==> config.mk <==
export PLATFORM = sky130hd
export DESIGN_NAME = wmtm_back_flat
export DESIGN_NICKNAME = d
export VERILOG_FILES = /design/src/design/wmtm_pkg.sv /design/src/design/wmtm_if.sv /design/src/design/wmtm_ram.sv /design/src/design/wmtm_muldiv.sv /design/src/design/wmtm_back.sv /design/src/flat_wrapper.sv
export SDC_FILE = /design/constraint.sdc
export NUM_CORES = 2
export LEC_CHECK = 0
export BUFFER_PORTS_ARGS = -buffer_cell sky130_fd_sc_hd__buf_2
export CAP_MARGIN = 20
export CORE_ASPECT_RATIO = 0.7
export CORE_MARGIN = 5
export CORE_UTILIZATION = 60
export DETAILED_ROUTE_END_ITERATION = 6
export HOLD_SLACK_MARGIN = 0.15
export PLACE_DENSITY = 0.76
export SYNTH_ARGS = -nofsm -noshare
export SYNTH_HDL_FRONTEND = slang
export SYNTH_SLANG_ARGS = --single-unit
==> constraint.sdc <==
create_clock -name clk -period 10.85 [get_ports clk]
set_input_delay 1.085 -clock clk [delete_from_list [all_inputs] [get_ports clk]]
set_output_delay 1.085 -clock clk [all_outputs]
set_load 0.01 [all_outputs]
==> src/design/wmtm_pkg.sv <==
// ----------------------------------------------------------------------------
// wmtm_pkg: shared types and constants for the warp marker time map
// positions, codes, table sizes and sequencer states
// ----------------------------------------------------------------------------
package wmtm_pkg;

  localparam int MaxMarkers = 32;
  localparam int FracBits   = 8;
  localparam int PosW       = 32 + FracBits;
  localparam int IdxW       = $clog2(MaxMarkers);
  localparam int CntW       = 6;
  localparam int QDepth     = 2;

  typedef logic [PosW-1:0] pos_t;
  typedef logic [IdxW-1:0] idx_t;
  typedef logic [CntW-1:0] cnt_t;

  typedef enum logic [1:0] {
    MODE_ADD   = 2'd0,
    MODE_S2B   = 2'd1,
    MODE_B2S   = 2'd2,
    MODE_CLEAR = 2'd3
  } mode_t;

  typedef enum logic [1:0] {
    ST_DONE   = 2'd0,
    ST_REJECT = 2'd1,
    ST_FULL   = 2'd2,
    ST_NOPAIR = 2'd3
  } status_t;

  // classified request passed from front to back
  typedef struct packed {
    mode_t mode;
    pos_t  s;
    pos_t  b;
    logic  s_over;   // add sample beyond clip end
    pos_t  clip_end;
  } req_t;

  typedef enum logic [3:0] {
    BK_IDLE,
    BK_SCAN,
    BK_SCAN_LAST,
    BK_DECIDE,
    BK_DIV,
    BK_WRITE,
    BK_CLR_B,
    BK_OUT
  } bk_state_t;

endpackage

==> src/design/wmtm_if.sv <==


interface wmtm_rsp_if;
  import wmtm_pkg::*;
  logic       valid;
  logic       ready;
  logic [1:0] status;
  pos_t       mapped_pos;
  cnt_t       marker_count;
  modport source (output valid, status, mapped_pos, marker_count, input ready);
  modport sink   (input valid, status, mapped_pos, marker_count, output ready);
endinterface


==> src/design/wmtm_ram.sv <==
// ----------------------------------------------------------------------------
// wmtm_ram: generic single-port-write ram
// one write port, one read port, registered read data
// ----------------------------------------------------------------------------
module wmtm_ram #(
  parameter int Width = 8,
  parameter int Depth = 16
) (
  input  logic                     clk,
  input  logic                     we,
  input  logic [$clog2(Depth)-1:0] waddr,
  input  logic [Width-1:0]         wdata,
  input  logic [$clog2(Depth)-1:0] raddr,
  output logic [Width-1:0]         rdata
);
  logic [Width-1:0] mem [Depth];

  always_ff @(posedge clk) begin
    if (we) mem[waddr] <= wdata;
    rdata <= mem[raddr];
  end
endmodule

==> src/design/wmtm_muldiv.sv <==
// ----------------------------------------------------------------------------
// wmtm_muldiv: bit-serial floor(a*b/c)
// one multiplier bit per cycle, a < c assumed
// ----------------------------------------------------------------------------
module wmtm_muldiv
  import wmtm_pkg::*;
(
  input  logic clk,
  input  logic rst,
  input  logic start,
  input  pos_t a,
  input  pos_t b,
  input  pos_t c,
  output logic done,
  output pos_t q
);
  localparam int StW = $clog2(PosW + 1);
  pos_t            ra, rb, rc;
  logic [PosW:0]   r;
  logic [StW-1:0]  left;
  logic            busy;
  logic [PosW+1:0] t1, t2;
  logic [PosW+1:0] d1, d2;
  logic [PosW:0]   r1;
  logic            q1, q2;

  always_comb begin
    t1 = {r, 1'b0};
    q1 = t1 >= {2'b0, rc};
    d1 = t1 - {2'b0, rc};
    r1 = q1 ? d1[PosW:0] : t1[PosW:0];
    t2 = {1'b0, r1} + (rb[PosW-1] ? {2'b0, ra} : '0);
    q2 = t2 >= {2'b0, rc};
    d2 = t2 - {2'b0, rc};
  end

  always_ff @(posedge clk) begin
    if (rst) begin
      busy <= 1'b0; done <= 1'b0;
    end else begin
      done <= 1'b0;
      if (start) begin
        busy <= 1'b1; left <= StW'(PosW);
        ra <= a; rb <= b; rc <= c; r <= '0; q <= '0;
      end else if (busy) begin
        r  <= q2 ? d2[PosW:0] : t2[PosW:0];
        q  <= {q[PosW-2:0], 1'b0} + pos_t'(q1) + pos_t'(q2);
        rb <= {rb[PosW-2:0], 1'b0};
        left <= left - 1'b1;
        if (left == StW'(1)) begin
          busy <= 1'b0; done <= 1'b1;
        end
      end
    end
  end
endmodule

==> src/design/wmtm_back.sv <==
// ----------------------------------------------------------------------------
// wmtm_back: marker table sequencer
// scans the tables for bounding pairs, edits the table, runs interpolation
// ----------------------------------------------------------------------------
module wmtm_back
  import wmtm_pkg::*;
(
  input  logic     clk,
  input  logic     rst,
  input  logic     q_valid,
  input  req_t     q_head,
  output logic     q_pop,
  wmtm_rsp_if.source rsp
);
  bk_state_t st, st_next;
  req_t   r;
  cnt_t   total;
  idx_t   ridx;
  idx_t   sidx;              // index of row being compared
  logic   clr_phase;         // clear: second marker pending
  logic   dup;
  logic   hs_lo, hs_hi, hb_lo, hb_hi;
  idx_t   s_lo, s_hi, b_lo, b_hi;
  pos_t   sv_lo, sv_hi, bv_lo, bv_hi;     // key values of bounds
  pos_t   sx_lo, sx_hi, bx_lo, bx_hi;     // other-table values at bounds
  pos_t   s_rd, b_rd;
  logic   we;
  status_t res_st;
  pos_t   res_pos;
  logic   mstart, mdone;
  pos_t   ma, mb, mc, mq;
  logic   md_down;
  pos_t   md_base;
  logic   out_full;
  status_t o_st; pos_t o_pos; cnt_t o_cnt;

  wmtm_ram #(.Width(PosW), .Depth(MaxMarkers)) u_sram (
    .clk, .we, .waddr(total[IdxW-1:0]), .wdata(r.s), .raddr(ridx), .rdata(s_rd));
  wmtm_ram #(.Width(PosW), .Depth(MaxMarkers)) u_bram (
    .clk, .we, .waddr(total[IdxW-1:0]), .wdata(r.b), .raddr(ridx), .rdata(b_rd));

  wmtm_muldiv u_md (.clk, .rst, .start(mstart), .a(ma), .b(mb), .c(mc),
    .done(mdone), .q(mq));

  assign we = (st == BK_WRITE);
  assign q_pop = (st == BK_IDLE) && q_valid && !out_full;

  always_comb begin
    st_next = st;
    unique case (st)
      BK_IDLE:      if (q_pop) st_next = (q_head.mode == MODE_CLEAR) ? BK_CLR_B :
                                      (total == '0) ? BK_DECIDE : BK_SCAN;
      BK_SCAN:      if (ridx == idx_t'(total - 1'b1) || total == cnt_t'(1))
                      st_next = BK_SCAN_LAST;
      BK_SCAN_LAST: st_next = BK_DECIDE;
      BK_DECIDE:    st_next = (res_st == ST_DONE &&
                               (r.mode == MODE_ADD || r.mode == MODE_CLEAR)) ? BK_WRITE :
                              (res_st == ST_DONE) ? BK_DIV : BK_OUT;
      BK_DIV:       if (mdone) st_next = BK_OUT;
      BK_WRITE:     st_next = clr_phase ? BK_SCAN : BK_OUT;
      BK_CLR_B:     st_next = BK_DECIDE;
      BK_OUT:       st_next = BK_IDLE;
      default:      st_next = BK_IDLE;
    endcase
  end

  // decision from gathered bounds
  always_comb begin
    res_st = ST_DONE;
    ma = '0; mb = '0; mc = '1; md_down = 1'b0; md_base = '0;
    case (r.mode) inside
      MODE_ADD, MODE_CLEAR: begin
        if (r.s_over && r.mode == MODE_ADD) res_st = ST_REJECT;
        else if (total != '0) begin
          if (dup) res_st = ST_REJECT;
          else if (total >= cnt_t'(MaxMarkers)) res_st = ST_FULL;
          else if (total >= cnt_t'(2) && hs_lo && hs_hi) begin
            if (!(total >= cnt_t'(2) && hb_lo && hb_hi)) res_st = ST_REJECT;
            else if (b_lo != s_lo || b_hi != s_hi) res_st = ST_REJECT;
            else if (r.s == sv_lo || r.s == sv_hi || r.b == bv_lo || r.b == bv_hi)
              res_st = ST_REJECT;
          end
        end
      end
      MODE_S2B: begin
        if (!(total >= cnt_t'(2) && hs_lo && hs_hi)) res_st = ST_NOPAIR;
        ma = r.s - sv_lo; mc = sv_hi - sv_lo;
        md_down = sx_hi < sx_lo; md_base = sx_lo;
        mb = md_down ? sx_lo - sx_hi : sx_hi - sx_lo;
      end
      default: begin
        if (!(total >= cnt_t'(2) && hb_lo && hb_hi)) res_st = ST_NOPAIR;
        ma = r.b - bv_lo; mc = bv_hi - bv_lo;
        md_down = bx_hi < bx_lo; md_base = bx_lo;
        mb = md_down ? bx_lo - bx_hi : bx_hi - bx_lo;
      end
    endcase
  end
  assign mstart = (st == BK_DECIDE) && res_st == ST_DONE && r.mode != MODE_ADD
                  && r.mode != MODE_CLEAR;

  // read data is registered and arrives in the cycle after its address
  logic cmp_ok;
  assign cmp_ok = (st == BK_SCAN && ridx != '0) || st == BK_SCAN_LAST;

  always_ff @(posedge clk) begin
    if (rst) begin
      st <= BK_IDLE; total <= '0; out_full <= 1'b0; clr_phase <= 1'b0;
    end else begin
      st <= st_next;
      if (rsp.valid && rsp.ready) out_full <= 1'b0;
      if (st == BK_WRITE) total <= total + 1'b1;
      if (st == BK_IDLE && q_pop && q_head.mode == MODE_CLEAR) begin
        total <= '0; clr_phase <= 1'b1;
      end
      if (st == BK_DECIDE && r.mode == MODE_CLEAR && !(clr_phase && res_st == ST_DONE))
        clr_phase <= 1'b0;
      if (st == BK_DECIDE && r.mode == MODE_CLEAR && clr_phase && res_st == ST_DONE
          && total != '0) clr_phase <= 1'b0;
      if (st == BK_OUT) out_full <= 1'b1;
    end
  end

  always_ff @(posedge clk) begin
    if (st == BK_IDLE && q_pop) begin
      r <= q_head;
      if (q_head.mode == MODE_CLEAR) begin
        r.s <= '0; r.b <= '0;
      end
    end
    if (st == BK_WRITE && clr_phase) begin
      r.s <= r.clip_end; r.b <= r.clip_end;
    end
    if ((st == BK_IDLE && q_pop) || (st == BK_WRITE && clr_phase)) begin
      ridx <= '0; sidx <= '0; dup <= 1'b0;
      hs_lo <= 1'b0; hs_hi <= 1'b0; hb_lo <= 1'b0; hb_hi <= 1'b0;
    end else if (st == BK_SCAN) begin
      ridx <= ridx + 1'b1;
    end
    if (cmp_ok) begin
      sidx <= sidx + 1'b1;
      if (s_rd == r.s || b_rd == r.b) dup <= 1'b1;
      if (s_rd <= r.s) begin
        if (!hs_lo || s_rd > sv_lo) begin hs_lo <= 1'b1; s_lo <= sidx; sv_lo <= s_rd; sx_lo <= b_rd; end
      end else if (!hs_hi || s_rd < sv_hi) begin
        hs_hi <= 1'b1; s_hi <= sidx; sv_hi <= s_rd; sx_hi <= b_rd;
      end
      if (b_rd <= r.b) begin
        if (!hb_lo || b_rd > bv_lo) begin hb_lo <= 1'b1; b_lo <= sidx; bv_lo <= b_rd; bx_lo <= s_rd; end
      end else if (!hb_hi || b_rd < bv_hi) begin
        hb_hi <= 1'b1; b_hi <= sidx; bv_hi <= b_rd; bx_hi <= s_rd;
      end
    end
    if (st == BK_DECIDE) begin
      res_pos <= '0;
      o_st <= res_st;
    end
    if (st == BK_DIV && mdone) res_pos <= md_down ? md_base - mq : md_base + mq;
    if (st == BK_OUT) begin
      o_pos <= (o_st == ST_DONE) ? res_pos : '0;
      o_cnt <= total;
    end
  end

  assign rsp.valid        = out_full;
  assign rsp.status       = o_st;
  assign rsp.mapped_pos   = o_pos;
  assign rsp.marker_count = o_cnt;
endmodule

==> src/flat_wrapper.sv <==
// flat-port wrapper written by rule: the top's interface ports become plain ports
module wmtm_back_flat import wmtm_pkg::*;
  (clk, rst, q_valid, q_head, q_pop, rsp_valid, rsp_status, rsp_mapped_pos, rsp_marker_count, rsp_ready);
  wmtm_rsp_if rsp_i ();
  input  logic clk;
  input  logic rst;
  input  logic q_valid;
  input  req_t q_head;
  output logic q_pop;
  output wire logic [$bits(rsp_i.valid)-1:0] rsp_valid;
  output wire logic [$bits(rsp_i.status)-1:0] rsp_status;
  output wire logic [$bits(rsp_i.mapped_pos)-1:0] rsp_mapped_pos;
  output wire logic [$bits(rsp_i.marker_count)-1:0] rsp_marker_count;
  input wire logic [$bits(rsp_i.ready)-1:0] rsp_ready;
  assign rsp_valid = rsp_i.valid;
  assign rsp_status = rsp_i.status;
  assign rsp_mapped_pos = rsp_i.mapped_pos;
  assign rsp_marker_count = rsp_i.marker_count;
  assign rsp_i.ready = rsp_ready;
  wmtm_back u_core (.clk(clk), .rst(rst), .q_valid(q_valid), .q_head(q_head), .q_pop(q_pop), .rsp(rsp_i));
endmodule
==> metrics <==
Switching Share 0.381; Synth Flop Type edfxtp_1; delay-heaviest family, CP compound AO/OA/AOI/OAI gates; CTS buffer count 320; die area 0.279 mm²; worst clock skew 0.0902 ns; Max Clk Rate 0.0970 GHz; Port Buffer Count 176; Max FO, Critical Path 22; initial antenna violation count 31; VDD IR max 0.000219 V; CP Data Required Time 11.41 ns; HPWL Detailed 318000 µm; first-pass GRT wire length 720000 µm; Avg WL per Cell 35.3 µm; placed instance count 13900; syn_area_per_cell 15.5 µm²; post-synthesis compound-gate area fraction 0.0774; antenna-violating nets left 0; initial drt markers 16300; Clk Latency, worst-skew pair 0.90 ns; RR Startpoint u_core.u_md.rc[1]; ranking of synthesized cells by area edfxtp_1 (62%), mux4_2 (11%), ha_1 (5.7%); Cell Area, Synth 0.161 mm²; Min-Delay Endpoint u_core.r[20]; WS Path Type reg -> reg; Pre-Repair DR Iteration Count 7; Min Clock Period, post-route 10.31 ns; P_leak 0.0629 µW; Clock power frac 0.234; Post-Layout Cell Count 14500; Final setup viols 0; Root Driver clkbuf_16; Worst Path Buf+Inv 6; relative slew slack 0.176; r2r setup slk 0.54 ns; # IOs 177; aggregate routed wire length 513000 µm; Die Height 443 µm; Crit path arrival time 10.86 ns; Max clock buf depth 4; period utilization 0.950; Int Pwr 30300 µW; Hold WC Path Type in -> reg; Fillers 17800; Hold Startpoint q_head[20]; most frequent cells in the layout edfxtp_1 (3323), mux4_2 (800), ha_1 (726); DRC 0; synthesized flop and latch total 3426; Synth Warn # 0; Post-synth ARST share 0; commonest non-fill, non-tap cell in the layout edfxtp_1; share of cells above drive strength 1 0.177; Critical Path Sink Type flop; final net count 11600; vias in the first global route 97900; power per cell area 276 mW/mm²; CTS tree yes; Hold Slack 0.366 ns; Seq/Total Area, Yosys 0.634; clock-pin slew on the worst setup and hold paths 0.07 ns; Worst path max stage delay 0.49 ns; width of the die 629 µm; startpoint types flop; top cell type by total area after synthesis edfxtp_1; H-tree levels 5; RSZ-0062 raised after global routing false; slowest stage cell, crit path fa_1; combinational family with the most area after synthesis multiplexers; Critical Path Start u_core.u_md.rc[1]; row count 159; largest net degree at the start of global routing 132; GRT Overall Usage 0.362; setup tns final 0 ns; Slew Viols, Final 0; status complete, no violations; detail-routed via count per cell 6.97; Synth Area in Adders 0.0582; Reg power frac 0.371; Logic pwr share 0.395; Sw Pwr 18700 µW; Final Hold Viols 0; simple-gate share of the synthesized area 0.0526; post-synthesis mux area share 0.126; R2R cell count 46; syn nets 11200; XOR/XNOR Fraction of Synth Area 0.0286; DR vias 101000; synthesis-to-layout area growth 10.5%; Syn Inst Count 10300; Initial Utilization 0.601; Slew @ Worst Pin 1.23 ns; maxcap violations 0; Unique masters post-synth 84; Core Region 0.267 mm²; Yosys top cell area share 0.621; # clock sinks 3426; routability cong. 1.01; Hold Crit Depth 1; Reg-to-Reg End u_core.u_md.q[26]; Post-synth EDFFs 3323; grt total ovfl 0
-- through the flow --
step,cell area [µm²],worst slack [ns],total power [µW],util
CTS,177000,0.0733,48500,0.664
floorplan,161000,1.18,30200,-
global route,178000,0.0468,50900,0.664
detailed placement,167000,-0.138,37000,0.625
finish,178000,0.544,49000,0.664
global placement,167000,-0.0197,36600,0.625
-- synth_stat cells, drive strengths merged, types with 14 or more instances --
cell and n:
xnor2 285, a21boi 22, nor2 514, a211o 15
nand2b 88, a211oi 48, o21ai 348, or3 32
dfxtp 103, o311ai 14, a22o 83, o21a 66
buf 66, and3 50, mux4 800, nor2b 93
a2111oi 19, nor4 41, nand2 386, o211ai 59
a21o 352, nor3 68, a221oi 17, mux2 95
a22oi 15, clkbuf 343, xor2 240, a31oi 48
and2 110, and4 18, nand3b 14, edfxtp 3323
o21bai 76, inv 594, ha 728, nand3 100
or4 16, or2 23, mux2i 116, nand4 131
o221ai 19, a21oi 565, o31ai 36, o22ai 26
-- how the worst max path moves through the flow --
stage                             end  slack, ns  cells past startpoint
floorplan           u_core.u_md.q[26]       1.18                     47
global placement    u_core.u_md.q[37]      -0.02                     45
detailed placement  u_core.u_md.q[39]      -0.14                     45
CTS                 u_core.u_md.q[26]       0.07                     45
global route        u_core.u_md.q[26]       0.05                     46
finish              u_core.u_md.q[26]       0.54                     46
-- cell families (layout without fill, tap and decap cells) --
family	Yosys count	count (layout)
buffers and inverters	1005	1608
other	0	21
multiplexers	1011	1011
adder cells (fa/ha/maj)	740	740
XOR/XNOR	525	525
AND/OR/NAND/NOR	1716	1716
flip-flops	3426	3426
AO/OA/AOI/OAI	1923	1923
-- flip-flops by register name (all words and copies together), names as in the netlist, 41 cells and up --
name	cells
u_core.u_bram.mem	1280
u_core.r	123
u_core.u_md.r	41
u_core.u_sram.mem	1280
-- per-layer routing --
metal | GRT usage | wire length (µm)
met1 | 0.536 | 200000
met2 | 0.529 | 223000
met3 | 0.0900 | 68100
met4 | 0.129 | 22100
met5 | 0 | 70
-- power groups by stage --
stage | combinational [µW] | sequential, µW | clock, µW
4_1_cts | 18800 | 18100 | 11500
5_1_grt | 20600 | 18200 | 12200
3_5_place_dp | 18600 | 18400 | 0
6_report | 19400 | 18200 | 11500
2_1_floorplan | 12200 | 18000 | 0
3_3_place_gp | 18300 | 18300 | 0
-- timing repair --
item | CTS | global route
setup endpoints to repair | 14 | 33
pin swaps | 0 | 1
buffers inserted | 0 | 2
hold buffers | 0 | 0
resized for setup | 3 | 9
-- area by class of cell --
type | instances | area, µm² | share of cell area
diodes | 21 | 52.6 | 0.000296
clock buffers | 389 | 8490 | 0.0478
clock inverters | 184 | 1920 | 0.0108
inverters | 596 | 2240 | 0.0126
multi-input cells | 5915 | 55500 | 0.312
flip-flops and latches | 3426 | 102000 | 0.573
well taps | 3542 | 4430 | 0.0249
repair buffers | 439 | 3140 | 0.0177
-- worst register-to-register path, delay by kind of cell, from the launching register on --
kind | cells | cell delay [ns]
DFF | 1 | 0.32
buffers and inverters | 6 | 0.93
and+or+nand+nor | 11 | 1.75
adders and majority gates | 5 | 1.63
xor gates and xnor gates | 2 | 0.35
muxes | 1 | 0.18
AOI/OAI and AO/OA | 21 | 4.88
Power figures use the tool's default switching activity.
