## src/design/wmtm_pkg.sv

```systemverilog
// ----------------------------------------------------------------------------
// wmtm_pkg: shared types and constants for the warp marker time map
// positions, codes, table sizes and sequencer states
// ----------------------------------------------------------------------------
package wmtm_pkg;

  localparam int MaxMarkers = 32;
  localparam int FracBits   = 8;
  localparam int PosW       = 32 + FracBits;
  localparam int IdxW       = $clog2(MaxMarkers);
  localparam int CntW       = 6;
  localparam int QDepth     = 2;

  typedef logic [PosW-1:0] pos_t;
  typedef logic [IdxW-1:0] idx_t;
  typedef logic [CntW-1:0] cnt_t;

  typedef enum logic [1:0] {
    MODE_ADD   = 2'd0,
    MODE_S2B   = 2'd1,
    MODE_B2S   = 2'd2,
    MODE_CLEAR = 2'd3
  } mode_t;

  typedef enum logic [1:0] {
    ST_DONE   = 2'd0,
    ST_REJECT = 2'd1,
    ST_FULL   = 2'd2,
    ST_NOPAIR = 2'd3
  } status_t;

  // classified request passed from front to back
  typedef struct packed {
    mode_t mode;
    pos_t  s;
    pos_t  b;
    logic  s_over;   // add sample beyond clip end
    pos_t  clip_end;
  } req_t;

  typedef enum logic [3:0] {
    BK_IDLE,
    BK_SCAN,
    BK_SCAN_LAST,
    BK_DECIDE,
    BK_DIV,
    BK_WRITE,
    BK_CLR_B,
    BK_OUT
  } bk_state_t;

endpackage

```

## src/design/wmtm_if.sv

```systemverilog
// ----------------------------------------------------------------------------
// wmtm_req_if / wmtm_rsp_if / wmtm_cfg_if: valid-ready channels
// request, result and configuration channels of the time map
// ----------------------------------------------------------------------------
interface wmtm_req_if;
  import wmtm_pkg::*;
  logic       valid;
  logic       ready;
  logic [1:0] mode;
  pos_t       sample_pos;
  pos_t       beat_pos;
  modport source (output valid, mode, sample_pos, beat_pos, input ready);
  modport sink   (input valid, mode, sample_pos, beat_pos, output ready);
endinterface


```

## src/design/wmtm_front.sv

```systemverilog
// ----------------------------------------------------------------------------
// wmtm_front: request intake and classification
// checks the clip bound, forms the clip end, and queues the request
// ----------------------------------------------------------------------------
module wmtm_front
  import wmtm_pkg::*;
(
  input  logic              clk,
  input  logic              rst,
  wmtm_req_if.sink          req,
  input  logic [31:0]       clip_length,
  output logic              q_valid,
  output req_t              q_head,
  input  logic              q_pop
);
  req_t                  slots [QDepth];
  logic [$clog2(QDepth)-1:0] wp, rp;
  logic [$clog2(QDepth):0]   fill;
  req_t                  cur;
  pos_t                  clip_end;
  logic                  push;

  assign clip_end = {clip_length, {FracBits{1'b0}}};
  assign req.ready = (fill != QDepth[$clog2(QDepth):0]);
  assign push = req.valid && req.ready;

  always_comb begin
    cur.mode     = mode_t'(req.mode);
    cur.s        = req.sample_pos;
    cur.b        = req.beat_pos;
    cur.s_over   = req.sample_pos > clip_end;
    cur.clip_end = clip_end;
  end

  always_ff @(posedge clk) begin
    if (rst) begin
      wp <= '0; rp <= '0; fill <= '0;
    end else begin
      if (push) wp <= wp + 1'b1;
      if (q_pop) rp <= rp + 1'b1;
      fill <= fill + {{$clog2(QDepth){1'b0}}, push} - {{$clog2(QDepth){1'b0}}, q_pop};
    end
  end

  always_ff @(posedge clk) begin
    if (push) slots[wp] <= cur;
  end

  assign q_valid = (fill != '0);
  assign q_head  = slots[rp];
endmodule

```

## src/flat_wrapper.sv

```systemverilog
// flat-port wrapper written by rule: the top's interface ports become plain ports
module wmtm_front_flat import wmtm_pkg::*;
  (clk, rst, clip_length, q_valid, q_head, q_pop, req_valid, req_mode, req_sample_pos, req_beat_pos, req_ready);
  wmtm_req_if req_i ();
  input  logic clk;
  input  logic rst;
  input  logic [31:0] clip_length;
  output logic q_valid;
  output req_t q_head;
  input  logic q_pop;
  input wire logic [$bits(req_i.valid)-1:0] req_valid;
  input wire logic [$bits(req_i.mode)-1:0] req_mode;
  input wire logic [$bits(req_i.sample_pos)-1:0] req_sample_pos;
  input wire logic [$bits(req_i.beat_pos)-1:0] req_beat_pos;
  output wire logic [$bits(req_i.ready)-1:0] req_ready;
  assign req_i.valid = req_valid;
  assign req_i.mode = req_mode;
  assign req_i.sample_pos = req_sample_pos;
  assign req_i.beat_pos = req_beat_pos;
  assign req_ready = req_i.ready;
  wmtm_front u_core (.clk(clk), .rst(rst), .req(req_i), .clip_length(clip_length), .q_valid(q_valid), .q_head(q_head), .q_pop(q_pop));
endmodule
```

## config.mk

```make
export PLATFORM = sky130hd
export DESIGN_NAME = wmtm_front_flat
export DESIGN_NICKNAME = d
export VERILOG_FILES = /design/src/design/wmtm_pkg.sv /design/src/design/wmtm_if.sv /design/src/design/wmtm_front.sv /design/src/flat_wrapper.sv
export SDC_FILE = /design/constraint.sdc
export NUM_CORES = 1
export LEC_CHECK = 0
export BUFFER_PORTS_ARGS = -buffer_cell sky130_fd_sc_hd__buf_2
export CORE_AREA = 3 3 179 129
export CTS_CLUSTER_DIAMETER = 200
export CTS_CLUSTER_SIZE = 24
export DETAILED_ROUTE_END_ITERATION = 8
export DIE_AREA = 0 0 182 132
export PLACE_DENSITY = 0.68
export RECOVER_POWER = 25
export SLEW_MARGIN = 20
export SYNTH_ARGS = -nofsm -noshare
export SYNTH_HDL_FRONTEND = slang
export SYNTH_SLANG_ARGS = --single-unit
```

## constraint.sdc

```tcl
create_clock -name clk -period 14.3 [get_ports clk]
set_input_delay 0.715 -clock clk [delete_from_list [all_inputs] [get_ports clk]]
set_output_delay 0.715 -clock clk [all_outputs]
set_load 0.05 [all_outputs]
```

==> results of run 1 <==
==> logic make-up (layout without fill, tap and decap cells) <==
logic type      Yosys count  in the layout  synth area share
other cells               1              9          0.000399
fa+ha+maj                34             34            0.0452
flops                   235            235             0.745
mux                     115            115             0.138
simple gates             41             41            0.0257
xor+xnor                  4              4           0.00373
buf+inv                  56            290            0.0273
compound gates           23             23            0.0152
==> area by class of cell <==
class | count | area, um2 | area share
multi-input combinational | 225 | 2180 | 0.196
sequential | 235 | 7010 | 0.629
clock inverter | 1 | 7.51 | 0.000673
timing repair buffer | 238 | 1130 | 0.101
antenna | 1 | 2.50 | 0.000224
clock buffer | 16 | 337 | 0.0302
tap | 282 | 353 | 0.0316
inverter | 35 | 131 | 0.0118
==> worst max-delay path, stage by stage, from the launching register on <==
cell and delay (ns):
dfxtp_4 0.88, buf_4 0.73, mux2_1 0.43, buf_2 0.23
==> worst max path at each step <==
stage | to | startpoint | cells past startpoint | slack (ns)
2_1_floorplan | u_core.slots[0][0]$_DFFE_PP_ | u_core.fill[0]$_SDFF_PP0_ | 4 | 8.01
3_3_place_gp | q_head[105] | flop | 3 | 11.28
3_5_place_dp | q_head[107] | flop | 3 | 11.23
4_1_cts | q_head[107] | flop | 3 | 10.71
5_1_grt | q_head[107] | flop | 3 | 10.59
6_report | q_head[107] | flop | 3 | 10.72
==> per-stage QoR <==
stage	util	instances	cell area (um2)	total power, uW
after floorplan	-	516	9430	1360
after global placement	0.506	1015	10900	1470
after detailed placement	0.506	1015	10900	1490
after CTS	0.522	1032	11200	1860
after global routing	0.518	1032	11100	1910
final	0.518	1033	11100	1830
==> registers in the layout, indices dropped and copies added, names as in the netlist, named ones only <==
name,count
u_core.rp,1
u_core.fill,2
u_core.wp,1
u_core.slots,230
==> report_power, final <==
part | switching, uW | leakage (uW) | total (uW) | internal [uW]
logic | 417 | 0.00183 | 541 | 124
registers | 32.2 | 0.00219 | 924 | 892
clock network | 196 | 0.000164 | 364 | 168
==> layout by cell type, fill, tap and decap left out, drive strengths merged <==
master    netlist  final
mux2          115    115
edfxtp        230    230
a211oi          1      1
nand2          11     11
and3            1      1
dfxtp           5      5
xnor2           2      2
clkinvlp        0      1
clkbuf          0     76
a21boi          1      1
nor3            1      1
o21ai           3      3
buf            21    178
o211ai          2      2
ha             34     34
nor2            8      8
xor2            2      2
nor3b           1      1
or2             1      1
nand2b          1      1
a221oi          2      2
nor2b           2      2
nor4            4      4
nand3           3      3
nand4           7      7
diode           0      1
a21o            1      1
conb            1      8
a21oi          12     12
inv            35     35
o2bb2ai         1      1
nand4b          1      1
==> per-layer routing <==
metal  vias to the layer above  wire, um  global-route usage
li1                       2395         -                   -
met1                      2485      8720               0.219
met4                         2       287              0.0245
met5                         -        13                   0
met2                       202      8470               0.234
met3                        21      1780              0.0499
==> results_dict.tcl, run 1 <==
set metrics [dict create \
    outcome "completed" \
    finalHoldViolations 0 \
    clk_latency_ns 0.46 \
    die_h_um 132 \
    gr-total-overflow 0 \
    rr_startpoint "u_core.fill[0]$_SDFF_PP0_" \
    cts_setup_buffers 0 \
    setup-tns-final_ns 0 \
    core_area_um2 21500 \
    drv_cap 0 \
    synthTopCellsByCount "edfxtp_1, mux2_1, inv_1, ha_1, mux2_2" \
    ant_nets 0 \
    grt_first_pass_wirelength_um 29500 \
    yosysWarnings 0 \
    hold_class "in -> reg" \
    ys_seq_elements 235 \
    setup_viol 0 \
    avgRoutedWirePerCell_um 18.7 \
    pin_count 243 \
    synth_edf_count 230 \
    rr_endpoint "u_core.slots[1][82]$_DFFE_PP_" \
    cts-root-buf "clkbuf_16" \
    endpoint_kind "output port" \
    tightest_slew_ns 0.847 \
    synth_top_cell_by_area "edfxtp_1" \
    hold_depth 1 \
    syn_inst 509 \
    avgSynthCellArea_um2 18.5 \
    r2r_setup_slack_ns 11.82 \
    die_area_um2 24000 \
    h-tree-depth 1 \
    drc 0 \
    ys.flop_type "edfxtp_1" \
    yosysTopAreaCellShare 0.734 \
    grt_pass1_vias 5307 \
    whs_ns 0.441 \
    hold_buffers 0 \
    grt_setup_unrepaired "no" \
    slew_viol_final 0 \
    cts.sinks 235 \
    syn-cell-area_um2 9410 \
    setup_ws_ns 10.72 \
    start_kind "flop" \
    layout-area-overhead-vs-synth_pct 18.5 \
    n_fill_cell 1797 \
    drt-vias-per-instance 4.94 \
    path_class "reg -> out" \
    totalWireLength_um 19300 \
    yosys-top-cells-area "edfxtp_1, mux2_1, ha_1" \
    fmax_ghz 0.279 \
    drt_first_pass_iters 5 \
    yosysSeqAreaShare 0.745 \
    synth.most_common_cell "edfxtp_1" \
    timing.final.crit_share 0.250 \
    antenna_found_initial 1 \
    postSynth.asyncResetShare 0 \
    portBuffers 234 \
    drive_gt1_frac 0.305 \
    post-route-min-period_ns 3.58 \
    critPathMaxFanout 59 \
    worst_ir_drop_vdd_v 0.000131 \
    cts-buffers-inserted 13 \
    clkTransAtPathRegs_ns 0.09 \
    grtUsageTotal 0.153 \
    hp-start "req_beat_pos[27]" \
    skew_ns 0.00902 \
    start_util 0.437 \
    dp_worst_setup_slack_ns 11.23 \
    fp-row-count 45 \
    grt_max_degree 60 \
    drt_iter0_markers 276 \
    fin_nets 900 \
    synth.distinct_cells 34 \
    required_ns 13.59 \
    place.detailed.hpwl_um 13700 \
    cp.arrival_ns 2.87 \
    r2r_cells 4 \
    powerDensity_nw_per_um2 164 \
    relSlewSlack 0.436 \
    clk_path_buf_depth 3 \
    postCtsResizedCells 0 \
    dieWidth_um 182 \
    vias 5105 \
    gp_congestion 0.782 \
    p_leak_uw 0.00418 \
    worstHoldEndpoint "u_core.slots[0][60]$_DFFE_PP_" \
    cts_tree "yes" \
]
(Power assumes the default switching activity.)
==> run 2, diff against run 1 <==
Settings changed: PLACE_DENSITY 0.68 to 0.7.
Clock period 14.3 ns to 3 ns, I/O delays scaled along.
==> results_dict.tcl, run 2 (synthesis gave the netlist of run 1 again) <==
set metrics [dict create \
    outcome "completed" \
    p_leak_uw 0.00467 \
    vias 5543 \
    gp_congestion 0.816 \
    worstPathCellList "buf_4, mux2_2, buf_2" \
    dieWidth_um 182 \
    required_ns 2.85 \
    place.detailed.hpwl_um 13500 \
    gr-total-overflow 0 \
    layout-area-overhead-vs-synth_pct 31.4 \
    fp-row-count 45 \
    r2r_cells 4 \
    drive_gt1_frac 0.258 \
    drc 0 \
    portBuffers 234 \
    clkTransAtPathRegs_ns 0.09 \
    die_h_um 132 \
    clk_path_buf_depth 3 \
    tightest_slew_ns 0.671 \
    slew_viol_final 0 \
    grt_max_degree 116 \
    postCtsResizedCells 0 \
    grt_setup_unrepaired "no" \
    cts-root-buf "clkbuf_16" \
    antenna_found_initial 0 \
    totalWireLength_um 20400 \
    grt_first_pass_wirelength_um 31900 \
    whs_ns 0.165 \
    largestRegisters "u_core.slots (230), u_core.fill (2)" \
    cp.arrival_ns 2.15 \
    cts-buffers-inserted 13 \
    hold_class "in -> reg" \
    critical-path-max-stage-delay_ns 0.55 \
    fmax_ghz 0.434 \
    regMostFlops "u_core.slots" \
    p_seq_frac 0.492 \
    avgRoutedWirePerCell_um 17.7 \
    crit_slowest_cell "dfxtp_4" \
    antenna_cells 0 \
    largest_register_ffs 230 \
    h-tree-depth 1 \
    cts_tree "yes" \
    clk_latency_ns 0.47 \
    finalHoldViolations 0 \
    powerDensity_nw_per_um2 719 \
    dp_worst_setup_slack_ns 0.758 \
    final_cell_mix "edfxtp_1, buf_2, dlygate4sd3_1, mux2_1, clkbuf_1" \
    cts.sinks 235 \
    place_inst 1016 \
    path_class "reg -> out" \
    combPwrFrac 0.310 \
    setup-tns-final_ns 0 \
    skew_ns 0.00992 \
    start_kind "flop" \
    relSlewSlack 0.553 \
    pin_count 243 \
    power_switching_uw 3130 \
    post-route-min-period_ns 2.30 \
    drt_first_pass_iters 4 \
    cts_setup_buffers 0 \
    rr_endpoint "u_core.slots[1][13]$_DFFE_PP_" \
    drt-vias-per-instance 4.82 \
    grtUsageTotal 0.164 \
    drt_iter0_markers 256 \
    r2r_setup_slack_ns 1.19 \
    critPathCapture "q_head[39]" \
    die_area_um2 24000 \
    endpoint_kind "output port" \
    ant_nets 0 \
    swShare 0.352 \
    fin_cells 1150 \
    start_util 0.437 \
    drv_cap 0 \
    pwr-share-clk 0.198 \
    rr_startpoint "u_core.fill[0]$_SDFF_PP0_" \
    worst_ir_drop_vdd_v 0.000410 \
    setup_ws_ns 0.698 \
    setup_viol 0 \
    core_area_um2 21500 \
    fin_nets 1018 \
    timing.final.crit_share 0.767 \
    p_int_uw 5760 \
    critPathMaxFanout 35 \
    layout_commonest_cell "edfxtp_1" \
    grt_pass1_vias 5956 \
]
[run 2: changes by cell type in the layout (fill, tap and decap cells not counted), sizes merged]
cell and change:
buf -7, diode -1, clkbuf +7, dlygate4sd3 +117, inv +1
[run 2: what timing repair did]
item                       4_1_cts  5_1_grt
hold buffers                   117        0
setup endpoints to repair        0        0
hold endpoints to repair       233        0
[run 2: worst min path at each step]
stage                           startpoint                       endpoint  slack, ns  cells past startpoint
after floorplan                        rst      u_core.fill[0]$_SDFF_PP0_       0.22                      1
after global placement    req_beat_pos[26]  u_core.slots[0][59]$_DFFE_PP_       0.34                      1
after detailed placement  req_beat_pos[24]  u_core.slots[1][57]$_DFFE_PP_       0.34                      1
after global routing             req_valid         u_core.wp$_SDFFE_PP0P_       0.16                      4
after CTS                        req_valid         u_core.wp$_SDFFE_PP0P_       0.13                      4
final                            req_valid         u_core.wp$_SDFFE_PP0P_       0.17                      4
[run 2: stage by stage]
step	instance area [um2]	utilization	total power [uW]
floorplan	9440	-	6410
global placement	10900	0.508	7040
detailed placement	10900	0.508	7110
CTS	12400	0.579	9000
global route	12400	0.575	9270
finish	12400	0.575	8890
[run 2: metal layers]
metal | GRT usage | vias to the layer above | wire length [um]
met5 | 0 | - | 0
met3 | 0.0438 | 44 | 1590
li1 | - | 2629 | -
met1 | 0.216 | 2656 | 8650
met4 | 0.0457 | 0 | 641
met2 | 0.271 | 214 | 9470
[run 2: final cells by class]
type                            instances  area [um2]
Fill cell                            1655        9150
Multi-Input combinational cell        225        2180
Tap cell                              282         353
Clock inverter                          2        16.3
Sequential cell                       235        7010
Inverter                               35         131
Clock buffer                           15         333
Timing Repair Buffer                  356        2330
[run 2: power groups by stage]
stage | clock (uW) | sequential, uW | combinational [uW]
after floorplan | 0 | 4420 | 1990
after global placement | 0 | 4410 | 2630
after detailed placement | 0 | 4450 | 2660
after CTS | 1830 | 4380 | 2790
after global routing | 1940 | 4420 | 2910
final | 1760 | 4370 | 2760
[run 2: critical path: cells and delay by family (launching register included)]
family | cells | cell delay [ns]
flip-flops | 1 | 0.55
buffers and inverters | 2 | 0.71
multiplexers | 1 | 0.41
==> run 3, diff against run 2 <==
Clock period 3 ns to 1.98 ns, I/O delays scaled along.
==> results_dict.tcl, run 3 (synthesis gave the netlist of run 1 again) <==
set metrics [dict create \
    h-tree-depth 1 \
    hold_class "in -> reg" \
    fmax_ghz 0.526 \
    vias 5640 \
    clk_latency_ns 0.47 \
    final_cell_mix "edfxtp_1, buf_2, dlygate4sd3_1, mux2_1, clkbuf_1" \
    finalHoldViolations 0 \
    largest_register_ffs 230 \
    totalWireLength_um 20900 \
    die_area_um2 24000 \
    fin_nets 1025 \
    portBuffers 234 \
    critPathCapture "q_head[110]" \
    timing.final.crit_share 0.961 \
    drv_cap 0 \
    largestRegisters "u_core.slots (230), u_core.fill (2)" \
    avgRoutedWirePerCell_um 18.1 \
    skew_ns 0.0182 \
    worst_ir_drop_vdd_v 0.000676 \
    grtUsageTotal 0.169 \
    slew_viol_final 0 \
    cts.sinks 235 \
    grt_pass1_vias 6083 \
    required_ns 1.88 \
    ant_nets 0 \
    drt_first_pass_iters 5 \
    antenna_found_initial 0 \
    gp_congestion 0.931 \
    path_class "reg -> out" \
    post-route-min-period_ns 1.90 \
    grt_max_degree 60 \
    grt_setup_unrepaired "yes" \
    die_h_um 132 \
    whs_ns 0.0309 \
    drive_gt1_frac 0.280 \
    gr-total-overflow 0 \
    rr_endpoint "u_core.slots[1][69]$_DFFE_PP_" \
    pin_count 243 \
    start_kind "flop" \
    drc 0 \
    dieWidth_um 182 \
    layout_commonest_cell "edfxtp_1" \
    endpoint_kind "output port" \
    critPathMaxFanout 30 \
    cts-root-buf "clkbuf_16" \
    postPlaceCellArea_um2 11100 \
    clk_path_buf_depth 3 \
    core_area_um2 21500 \
    cts-buffers-inserted 13 \
    rr_startpoint "u_core.fill[0]$_SDFF_PP0_" \
    setup_viol 0 \
    cp.arrival_ns 1.80 \
    grt_first_pass_wirelength_um 32600 \
    powerDensity_nw_per_um2 1080 \
    r2r_cells 4 \
    drt-vias-per-instance 4.87 \
    start_util 0.437 \
    p_leak_uw 0.00476 \
    r2r_setup_slack_ns 0.45 \
    cts_tree "yes" \
    clkTransAtPathRegs_ns 0.09 \
    drt_iter0_markers 287 \
    place.detailed.hpwl_um 14100 \
    outcome "completed" \
    final_area_um2 12600 \
    regMostFlops "u_core.slots" \
    layout-area-overhead-vs-synth_pct 33.9 \
    fp-row-count 45 \
]
## run 3: cell count changes in the layout (fill, tap and decap cells not counted), sizes merged
cell	delta
buf	+8
clkbuf	+1
diode	+1
dlygate4sd3	-1
inv	-1
## run 3: worst min path at each step
| stage | startpoint | endpoint | slack, ns | depth (start not counted) |
|---|---|---|---|---|
| 6_report | req_valid | u_core.wp$_SDFFE_PP0P_ | 0.03 | 4 |
| 5_1_grt | req_valid | u_core.wp$_SDFFE_PP0P_ | 0.03 | 4 |
| 4_1_cts | req_valid | u_core.wp$_SDFFE_PP0P_ | 0.02 | 4 |
| 3_5_place_dp | req_beat_pos[30] | u_core.slots[0][63]$_DFFE_PP_ | 0.29 | 1 |
| 3_3_place_gp | req_beat_pos[36] | u_core.slots[0][69]$_DFFE_PP_ | 0.29 | 1 |
| 2_1_floorplan | rst | u_core.fill[0]$_SDFF_PP0_ | 0.16 | 1 |
## run 3: area by class of cell
type,count,area [um2]
multi-input cells,225,2300
inverters,35,131
fillers,1667,8910
repair buffers,363,2450
diodes,1,2.50
well taps,282,353
clock inverters,1,7.51
clock buffers,16,337
flip-flops and latches,235,7010
## run 3: routing by layer
| metal | track usage | up-vias | part of all wire |
|---|---|---|---|
| li1 | - | 2649 | - |
| met1 | 0.230 | 2751 | 0.43 |
| met2 | 0.282 | 216 | 0.47 |
| met3 | 0.0438 | 24 | 0.081 |
| met4 | 0.0283 | 0 | 0.018 |
| met5 | 0 | - | 0 |
## run 3: what timing repair did
action / in CTS / in global routing
setup buffers: 2 / 0
endpoints found under the setup margin: 88 / 6
hold buffers: 116 / 0
cloned: 0 / 0
resized for setup: 0 / 12
endpoints found under the hold margin: 233 / 0
pin swaps: 0 / 5
## run 3: worst max-delay path, cell delays in order (launching register included)
cell	delay [ns]
dfxtp_4	0.48
buf_12	0.23
mux2_1	0.38
buf_2	0.23
## run 3: power breakdown
group          switching (uW)  internal (uW)  total [uW]
sequential                199           6430        6630
combinational            3160           1170        4320
clock                    1450           1210        2660
total                    4800           8810       13600
## run 3: stage by stage
step           total power (uW)  std cells   util  worst slack [ns]  TNS (ns)
6_report                  13600       1158  0.586            0.0774         0
3_3_place_gp              10800       1022  0.514          -0.00770   -0.0154
2_1_floorplan              9740        516      -            -0.714   -131.01
5_1_grt                   14200       1157  0.586           -0.0186   -0.0520
3_5_place_dp              10900       1022  0.514           -0.0112   -0.0224
4_1_cts                   13700       1157  0.585           0.00419         0
